$ cat src/design/power_reading_scale_tare_bcd_macros.svh
// Assertion macros shared by the reading block.
`ifndef POWER_READING_SCALE_TARE_BCD_MACROS_SVH
`define POWER_READING_SCALE_TARE_BCD_MACROS_SVH

// Same-cycle implication, sampled on clk, off while in reset
`define PRSTB_ASSERT_NOW(lbl, ante, cons) \
	lbl: assert property (@(posedge clk) disable iff (!arst_n) (ante) |-> (cons)) \
		else $error("prstb check failed");

// Next-cycle implication, sampled on clk, off while in reset
`define PRSTB_ASSERT_NEXT(lbl, ante, cons) \
	lbl: assert property (@(posedge clk) disable iff (!arst_n) (ante) |=> (cons)) \
		else $error("prstb check failed");

`endif

$ cat src/design/prstb_pkg.sv
`default_nettype none
package prstb_pkg;

	// converter width; codes are masked to it and then to the 16-bit field
	localparam int ADC_WIDTH = 16;
	localparam logic [15:0] CODE_MASK = (ADC_WIDTH >= 16) ? 16'hFFFF :
		16'((32'd1 << ADC_WIDTH) - 32'd1);

	// coefficient reset values (Q16)
	localparam logic [15:0] MV_COEF_RST = 16'd5370;
	localparam logic [15:0] MW_COEF_RST = 16'd49939;

	// register indexes
	localparam logic CFG_MV_COEF = 1'b0;
	localparam logic CFG_MW_COEF = 1'b1;

	// bias that turns an arithmetic shift into truncation toward zero
	localparam logic signed [33:0] TRUNC_BIAS = 34'sd65535;

	typedef struct packed {
		logic [15:0] adc_code;
		logic        tare_pressed;
	} in_word_t;

	typedef struct packed {
		logic signed [16:0] power_tenths;
		logic [15:0]        voltage_tenths;
		logic [19:0]        power_bcd;
		logic [19:0]        voltage_bcd;
	} out_word_t;

endpackage
`default_nettype wire

$ cat src/design/prstb_bcd_step8.sv
`default_nettype none
// Eight shift-add-3 steps of a binary to packed BCD conversion.
// Bits enter MSB first below the running five-digit value.
module prstb_bcd_step8 (
	input  logic [19:0] bcd_in,
	input  logic [7:0]  bits_in,
	output logic [19:0] bcd_out
);

	logic [19:0] acc;

	always_comb begin
		acc = bcd_in;
		for (int i = 0; i < 8; i++) begin
			// digits of 5 or more get 3 added so the shift carries correctly
			for (int d = 0; d < 5; d++) begin
				if (acc[4*d +: 4] >= 4'd5) begin
					acc[4*d +: 4] = acc[4*d +: 4] + 4'd3;
				end
			end
			acc = {acc[18:0], bits_in[7-i]};
		end
		bcd_out = acc;
	end

endmodule
`default_nettype wire

$ cat src/design/power_reading_scale_tare_bcd.sv
`default_nettype none
// Channel   Handshake                 Word
// in        in_valid / in_ready       in_word  (adc_code, tare_pressed)
// out       out_valid / out_ready     out_word (power, voltage, both BCD)
// cfg       cfg_we, cfg_index         cfg_data (mv_coef, mw_coef)
//
// Five-stage pipeline: tare subtract, multiplies, rounding toward zero,
// then two halves of the BCD conversion. One word per cycle while the output
// is not stalled; the result is offered from the stage 5 output register.
// Each stage holds its word while the one after it is full and stalled;
// empty stages keep filling, so input stays open behind a waiting result.
// Reset clears the valid bits and the tare (0), and loads the coefficient defaults.
module power_reading_scale_tare_bcd (
	input  logic                 clk,
	input  logic                 arst_n,
	input  logic                 in_valid,
	output logic                 in_ready,
	input  prstb_pkg::in_word_t  in_word,
	output logic                 out_valid,
	input  logic                 out_ready,
	output prstb_pkg::out_word_t out_word,
	input  logic                 cfg_we,
	input  logic                 cfg_index,
	input  logic [15:0]          cfg_data
);

	logic [15:0] mv_coef_q, mw_coef_q, tare_q;

	logic v_s1, v_s2, v_s3, v_s4, v_s5;
	logic rdy_s1, rdy_s2, rdy_s3, rdy_s4, rdy_s5;

	logic [15:0]        code_in;
	logic               in_acc;
	logic signed [16:0] diff_s1;
	logic [15:0]        code_s1;

	logic [31:0]        vprod;
	logic signed [33:0] pprod;
	logic [15:0]        volt_s2;
	logic signed [33:0] pprod_s2;

	logic signed [33:0] pbias;
	logic signed [16:0] pw;
	logic signed [16:0] pw_s3;
	logic [15:0]        volt_s3, mag_s3;

	logic [19:0]        pbcd_hi, vbcd_hi;
	logic signed [16:0] pw_s4;
	logic [15:0]        volt_s4;
	logic [7:0]         mag_lo_s4;
	logic [19:0]        pbcd_s4, vbcd_s4;

	logic [19:0]        pbcd_full, vbcd_full;
	prstb_pkg::out_word_t out_s5;

	// per-stage ready: a stage takes a word when empty or draining
	assign rdy_s5 = !v_s5 || out_ready;
	assign rdy_s4 = !v_s4 || rdy_s5;
	assign rdy_s3 = !v_s3 || rdy_s4;
	assign rdy_s2 = !v_s2 || rdy_s3;
	assign rdy_s1 = !v_s1 || rdy_s2;
	assign in_ready = rdy_s1;
	assign in_acc = in_valid && in_ready;

	always_ff @(posedge clk or negedge arst_n) begin
		if (!arst_n) begin
			v_s1 <= 1'b0;
			v_s2 <= 1'b0;
			v_s3 <= 1'b0;
			v_s4 <= 1'b0;
			v_s5 <= 1'b0;
		end else begin
			if (rdy_s1) v_s1 <= in_valid;
			if (rdy_s2) v_s2 <= v_s1;
			if (rdy_s3) v_s3 <= v_s2;
			if (rdy_s4) v_s4 <= v_s3;
			if (rdy_s5) v_s5 <= v_s4;
		end
	end

	// coefficient registers
	always_ff @(posedge clk or negedge arst_n) begin
		if (!arst_n) begin
			mv_coef_q <= prstb_pkg::MV_COEF_RST;
			mw_coef_q <= prstb_pkg::MW_COEF_RST;
		end else if (cfg_we) begin
			case (cfg_index)
				prstb_pkg::CFG_MV_COEF: mv_coef_q <= cfg_data;
				prstb_pkg::CFG_MW_COEF: mw_coef_q <= cfg_data;
				default: ;
			endcase
		end
	end

	// tare: the word is measured against the old tare, then captured
	assign code_in = in_word.adc_code & prstb_pkg::CODE_MASK;

	always_ff @(posedge clk or negedge arst_n) begin
		if (!arst_n) begin
			tare_q <= 16'd0;
		end else if (in_acc && in_word.tare_pressed) begin
			tare_q <= code_in;
		end
	end

	// stage 1: tared difference
	always_ff @(posedge clk) begin
		if (in_acc) begin
			code_s1 <= code_in;
			diff_s1 <= $signed({1'b0, code_in}) - $signed({1'b0, tare_q});
		end
	end

	// stage 2: the two multiplies
	assign vprod = {16'd0, code_s1} * {16'd0, mv_coef_q};
	assign pprod = 34'(diff_s1) * 34'($signed({1'b0, mw_coef_q}));

	always_ff @(posedge clk) begin
		if (v_s1 && rdy_s2) begin
			volt_s2  <= vprod[31:16];
			pprod_s2 <= pprod;
		end
	end

	// stage 3: divide power by 65536 toward zero, take magnitude
	assign pbias = pprod_s2 + (pprod_s2[33] ? prstb_pkg::TRUNC_BIAS : 34'sd0);
	assign pw    = pbias[32:16];

	always_ff @(posedge clk) begin
		if (v_s2 && rdy_s3) begin
			pw_s3   <= pw;
			volt_s3 <= volt_s2;
			mag_s3  <= pw[16] ? 16'(-pw) : pw[15:0];
		end
	end

	// stage 4: BCD of the high bytes
	prstb_bcd_step8 u_pbcd_hi (.bcd_in(20'd0), .bits_in(mag_s3[15:8]), .bcd_out(pbcd_hi));
	prstb_bcd_step8 u_vbcd_hi (.bcd_in(20'd0), .bits_in(volt_s3[15:8]), .bcd_out(vbcd_hi));

	always_ff @(posedge clk) begin
		if (v_s3 && rdy_s4) begin
			pw_s4     <= pw_s3;
			volt_s4   <= volt_s3;
			mag_lo_s4 <= mag_s3[7:0];
			pbcd_s4   <= pbcd_hi;
			vbcd_s4   <= vbcd_hi;
		end
	end

	// stage 5: finish BCD with the low bytes, output register
	prstb_bcd_step8 u_pbcd_lo (.bcd_in(pbcd_s4), .bits_in(mag_lo_s4), .bcd_out(pbcd_full));
	prstb_bcd_step8 u_vbcd_lo (.bcd_in(vbcd_s4), .bits_in(volt_s4[7:0]), .bcd_out(vbcd_full));

	always_ff @(posedge clk) begin
		if (v_s4 && rdy_s5) begin
			out_s5.power_tenths   <= pw_s4;
			out_s5.voltage_tenths <= volt_s4;
			out_s5.power_bcd      <= pbcd_full;
			out_s5.voltage_bcd    <= vbcd_full;
		end
	end

	assign out_valid = v_s5;
	assign out_word  = out_s5;

`include "power_reading_scale_tare_bcd_macros.svh"

	// a tare press takes the accepted code
	`PRSTB_ASSERT_NEXT(a_tare_capture, in_acc && in_word.tare_pressed, tare_q == $past(code_in))
	// the tare only moves on a tare press
	`PRSTB_ASSERT_NEXT(a_tare_hold, !(in_acc && in_word.tare_pressed), $stable(tare_q))
	// a full stage 4 behind a stalled output keeps its word
	`PRSTB_ASSERT_NEXT(a_s4_hold, v_s4 && !rdy_s5, v_s4 && $stable(pbcd_s4) && $stable(volt_s4))
	// sixteen-bit magnitudes never reach a leading digit above six
	`PRSTB_ASSERT_NOW(a_bcd_top, out_valid, out_word.power_bcd[19:16] <= 4'd6 && out_word.voltage_bcd[19:16] <= 4'd6)

endmodule
`default_nettype wire
$ cat config.mk
export PLATFORM = sky130hd
export DESIGN_NAME = power_reading_scale_tare_bcd
export DESIGN_NICKNAME = d
export VERILOG_FILES = /design/src/design/prstb_pkg.sv /design/src/design/prstb_bcd_step8.sv /design/src/design/power_reading_scale_tare_bcd.sv
export VERILOG_INCLUDE_DIRS = /design/src /design/src/design
export SDC_FILE = /design/constraint.sdc
export NUM_CORES = 2
export LEC_CHECK = 0
export ABC_AREA = 1
export BUFFER_PORTS_ARGS = -buffer_cell sky130_fd_sc_hd__buf_2
export CORE_ASPECT_RATIO = 0.9
export CORE_UTILIZATION = 40
export CTS_CLUSTER_SIZE = 24
export DETAILED_ROUTE_END_ITERATION = 10
export PLACE_DENSITY = 0.53
export SETUP_SLACK_MARGIN = 0.1
export SLEW_MARGIN = 20
export SYNTH_ARGS = -nofsm -noshare
export SYNTH_HDL_FRONTEND = slang
export SYNTH_SLANG_ARGS = --single-unit
$ cat constraint.sdc
create_clock -name clk -period 20.8 [get_ports clk]
set_clock_uncertainty 0.1 [all_clocks]
set_input_delay 3.12 -clock clk [delete_from_list [all_inputs] [get_ports clk]]
set_output_delay 3.12 -clock clk [all_outputs]
set_load 0.02 [all_outputs]
======== Yosys cells after proc, flatten, opt, wreduce, memory -nomap -nowiden ========
Index checks and enable logic that the tools add are counted.
operators by class
  multiplexer cells ....................... 132
  multipliers ............................. 2
  add/subtract/negate cells ............... 133
  bitwise logic cells ..................... 1
  $lt $le $gt $ge ......................... 130
  reduce and logical (&&, ||, !) cells .... 18
operators with widths
  operator               number
  $ge A4 B3 Y1 const B   120
  $mux W4                108
  $add A4 B2 Y4 const B  100
  $mux W3                22
  $add A3 B2 Y3 const B  20
  $mul A17 B17 Y34       1
  $add A33 B17 Y33       1
  $mul A16 B16 Y32       1
  $mux W16               2
  $add A1 B2 Y3 const B  10
  $ge A1 B3 Y1 const B   10
  $sub A16 B16 Y17       1
  $neg A16 Y16           1
  $logic_and A1 B1 Y1    6
  $logic_not A1 Y1       5
  $logic_or A1 B1 Y1     5
  $reduce_and A2 Y1      2
  $not A1 Y1             1
word-level totals
  output and inout port bits .............. 75
  register bits ........................... 339
  input port bits ......................... 39

======== Depth between registers and ports, before layout ========
  depth after elaboration ................. 16
  mapped depth ............................ 47

======== Cells and area by module ========
Synthesis repeated with hierarchy kept, for this count alone.
unflattened totals
  cell total of the unflattened synthesis .. 6602
  area, all modules ....................... 48514.0 um^2
modules (own cells, without submodules)
  module                        area an instance (um^2)  instances  cells an instance
  power_reading_scale_tare_bcd  33069.2                  1          3618
  prstb_bcd_step8               3861.2                   4          746

======== Worst setup path after synthesis ========
No wires, ideal clock.
  kind .................................... in2out
  start point ............................. in out_ready
  end point ............................... out in_ready
  path buffers ............................ 0
  path slack .............................. 13630 ps
  arrival ................................. 3950 ps
  stages .................................. 10
  path through ............................ nor2_1 -> inv_1 -> nor2_1 -> inv_1 -> nor2_1 -> inv_1 -> nor2_1 -> inv_1 -> nor2_1 -> inv_1
between the ends
  cells in the longest elaborated chain, start to end .. 5
RTL lines
  item                line                                text
  start: declaration  power_reading_scale_tare_bcd.sv:20  input logic out_ready,
  $logic_or A1 B1 Y1  power_reading_scale_tare_bcd.sv:57  assign rdy_s5 = !v_s5 || out_ready;
  $logic_or A1 B1 Y1  power_reading_scale_tare_bcd.sv:58  assign rdy_s4 = !v_s4 || rdy_s5;
  $logic_or A1 B1 Y1  power_reading_scale_tare_bcd.sv:59  assign rdy_s3 = !v_s3 || rdy_s4;
  $logic_or A1 B1 Y1  power_reading_scale_tare_bcd.sv:60  assign rdy_s2 = !v_s2 || rdy_s3;
  $logic_or A1 B1 Y1  power_reading_scale_tare_bcd.sv:61  assign rdy_s1 = !v_s1 || rdy_s2;
  end: declaration    power_reading_scale_tare_bcd.sv:17  output logic in_ready,
No other way between the ends.

======== Final worst setup path ========
Same ends and word-level chain as after synthesis.

==> summary.md <==
| Metric | Value |
|---|---|
| Die Area | `93,340 um2` |
| Synth top area cells | `fa_1 (26%), edfxtp_1 (21%), inv_1 (11%), nand2_1 (11%), ha_1 (10%)` |
| Most common cell in the netlist | `inv_1` |
| Average routed wire per standard cell | `about 14 um` |
| 1st-iter DRT viols | `approximately 1,200` |
| Detail Route Antenna Nets | `0` |
| Worst Setup SP | `out_ready` |
| CTS tree | `built` |
| Hold-fix buffers, CTS | `0` |
| Reg-to-Reg End | `volt_s2[14]` |
| Max capacitance violation total | `0` |
| Critical path startpoint category | `input port` |
| Layout area overhead | `8.370%` |
| Ys async rst share | `0.1688` |
| Share of the synthesized area in the top cell type | `0.2570` |
| Residual DRC | `0` |
| Least-Margin Pin Slew | `a little over 1 ns` |
| First-pass GRT wire length | `around 130,000 um` |
| CP Capture Point | `in_ready` |
| CTS H-tree depth | `2` |
| GR Util met2 | `0.2797` |
| Crit Path Class | `input port to output port` |
| DIE WIDTH | `~320 um` |
| Initial antenna violation count | `0` |
| CTS-repair resized insts | `0` |
| Final Hold Viols | `0` |
| Synth area leader | `fa_1` |
| Slew headroom | `0.3238` |
| Unique masters post-synth | `53` |
| Antenna diodes | `0` |
| Share of layout cells above drive strength 1 | `0.09205` |
| Clock sink count | `between 300 and 400` |
| FF-to-FF path depth | `28` |
| Core ar. | `just over 90,000 um2` |
| Register area share after synthesis | `0.2492` |
| # rows | `about 110` |
| Place WS | `12.59 ns` |
| Worst reg2reg path startpoint | `code_s1[7]` |
| Clk Latency, worst-skew pair | `roughly 0.57 ns` |
| CTS root buf | `clkbuf_16` |
| Hold depth | `0` |
| Post-synth top flop | `edfxtp_1` |
| YS warnings | `0` |
| Final setup TNS | `0 ns` |
| Synth Register Bits | `~310` |
| Net count after synthesis | `around 5,100` |
| Slew Viols, Final | `0` |
| HP Class | `flop to flop` |
| CP Capture Type | `output port` |
| Final setup violation count | `0` |
| Gate Count Post-Synth | `approximately 4,300` |
| HPWL Detailed | `roughly 64,000 um` |
| Count of input and output buffers | `113` |
| Worst setup margin | `about 13 ns` |
| RePlAce Congestion | `about 0.82` |
| Number of global-route vias before repair | `approximately 26,000` |
| Via count | `around 26,000` |
| Min cycle time layout | `roughly 8.2 ns` |
| Worst-path clk slew | `about 0.06 ns` |
| Post-CTS Setup Inserts | `0` |
| Synthesized area | `approximately 37,000 um2` |
| Grt met3 use | `0.02966` |
| RSZ-0062 raised after global routing | `no` |
| Largest net degree at the start of global routing | `between 70 and 80` |
| CTS Buf Count | `39` |
| TritonRoute pass-1 iters | `5` |
| Detailed Route WL | `between 70,000 and 80,000 um` |
| Ports | `approximately 110` |
| Worst Path Max Fanout | `3` |
| Gr busiest metal | `met2` |
| Status | `completed` |
| Post-synth top cells | `inv_1 (1,116), nand2_1 (1,067), fa_1 (473), ha_1 (299), edfxtp_1 (261)` |
| Nets | `5,169` |
| GR Util met1 | `0.2538` |
| Gr usage total | `0.1761` |
| Chip Height | `approximately 290 um` |
| EDFF count, synth | `about 260` |
| Max clock buf depth | `3` |
| Setup slack, reg-to-reg | `between 10 and 15 ns` |
| Vias per inst | `about 4.6` |
| Period utilisation layout | `0.3958` |
| Starting Density | `0.4042` |
| Arr. time, crit path | `between 5 and 6 ns` |
| Fmax | `approximately 0.12 GHz` |
| WP data required | `between 15 and 20 ns` |
| Total gr overflow | `0` |
| Hold path start | `volt_s2[9]` |
| Avg Cell Area, Syn | `between 8 and 9 um2` |
-- cell usage in the layout (no fill, tap or decap), types with 9 or more instances in the layout --
cell | netlist | layout
nand2_2 | 91 | 91
xor2_1 | 100 | 100
o21ai_2 | 10 | 10
nand3_2 | 33 | 33
nand4_1 | 57 | 57
o22ai_1 | 9 | 9
buf_4 | 2 | 18
inv_2 | 14 | 16
edfxtp_1 | 261 | 261
nand2_4 | 12 | 12
dfrtp_1 | 38 | 38
dfstp_2 | 15 | 15
ha_1 | 299 | 299
inv_1 | 1116 | 1114
a21oi_1 | 110 | 110
nor3_1 | 15 | 15
nand3_1 | 132 | 132
and2_1 | 9 | 9
nand3b_1 | 10 | 10
fa_1 | 473 | 473
o211ai_1 | 10 | 10
o21ai_1 | 14 | 14
nand2_1 | 1067 | 1067
o21ai_0 | 111 | 111
nor2_1 | 95 | 92
clkbuf_16 | 0 | 39
xnor2_1 | 23 | 23
buf_2 | 0 | 113
-- worst min-delay path by stage --
stage / end
5_1_grt: volt_s3[8]
4_1_cts: volt_s3[8]
2_1_floorplan: mag_lo_s4[1]
3_3_place_gp: volt_s4[0]
3_5_place_dp: out_word[69]
6_report: volt_s3[9]
-- final cells by class --
type | count | area, um2
Fill cell | 9081 | 51240
Timing Repair Buffer | 131 | 700.7
Clock inverter | 27 | 361.6
Sequential cell | 314 | 9183
Multi-Input combinational cell | 2742 | 22910
Clock buffer | 45 | 998.5
Tap cell | 1230 | 1539
Inverter | 1130 | 4242
-- kinds of logic (layout without fill, tap and decap cells) --
| group | count (synthesis) | in the layout | synth area share |
|---|---|---|---|
| AOI/OAI and AO/OA | 298 | 298 | 0.04526 |
| DFF | 314 | 314 | 0.2492 |
| and+or+nand+nor | 1536 | 1536 | 0.1829 |
| muxes | 4 | 4 | 0.001087 |
| xor gates and xnor gates | 132 | 132 | 0.03351 |
| buffers and inverters | 1270 | 1333 | 0.1296 |
| adders and majority gates | 772 | 772 | 0.3585 |
-- metal layers --
metal,part of all wire,vias to the layer above
met3,0.054,76
met1,0.49,12050
met2,0.44,466
met4,0.015,0
li1,-,13060
met5,0,-
-- flip-flops by register name (all words and copies together), names as in the netlist --
signal,count
out_word,71
pprod_s2,34
diff_s1,17
pw_s3,17
pw_s4,17
code_s1,16
mv_coef_q,16
mw_coef_q,16
tare_q,16
volt_s2,16
volt_s3,16
volt_s4,16
mag_s3,15
pbcd_s4,10
vbcd_s4,9
mag_lo_s4,7
out_valid,1
v_s1,1
v_s2,1
v_s3,1
v_s4,1
-- metrics by stage --
stage	cells	util	area, um2	hold WS [ns]
after floorplan	4326	-	36850	0.3003
after global placement	5547	0.4231	38570	0.3004
after detailed placement	5547	0.4231	38570	0.3045
after CTS	5619	0.4380	39930	0.2884
after global routing	5619	0.4380	39930	0.2987
final	5619	0.4380	39930	0.2991
-- worst max-delay path, cell delays in order --
cell	delay [ns]
buf_2	0.15
nor2_1	0.24
inv_1	0.09
nor2_1	0.11
inv_1	0.07
nor2_1	0.08
inv_1	0.07
nor2_1	0.21
inv_1	0.09
nor2_1	0.47
inv_1	0.12
buf_2	0.19
Power is not shown: default switching activity piles up to over one toggle a cycle in this logic, so the estimate is an artifact.
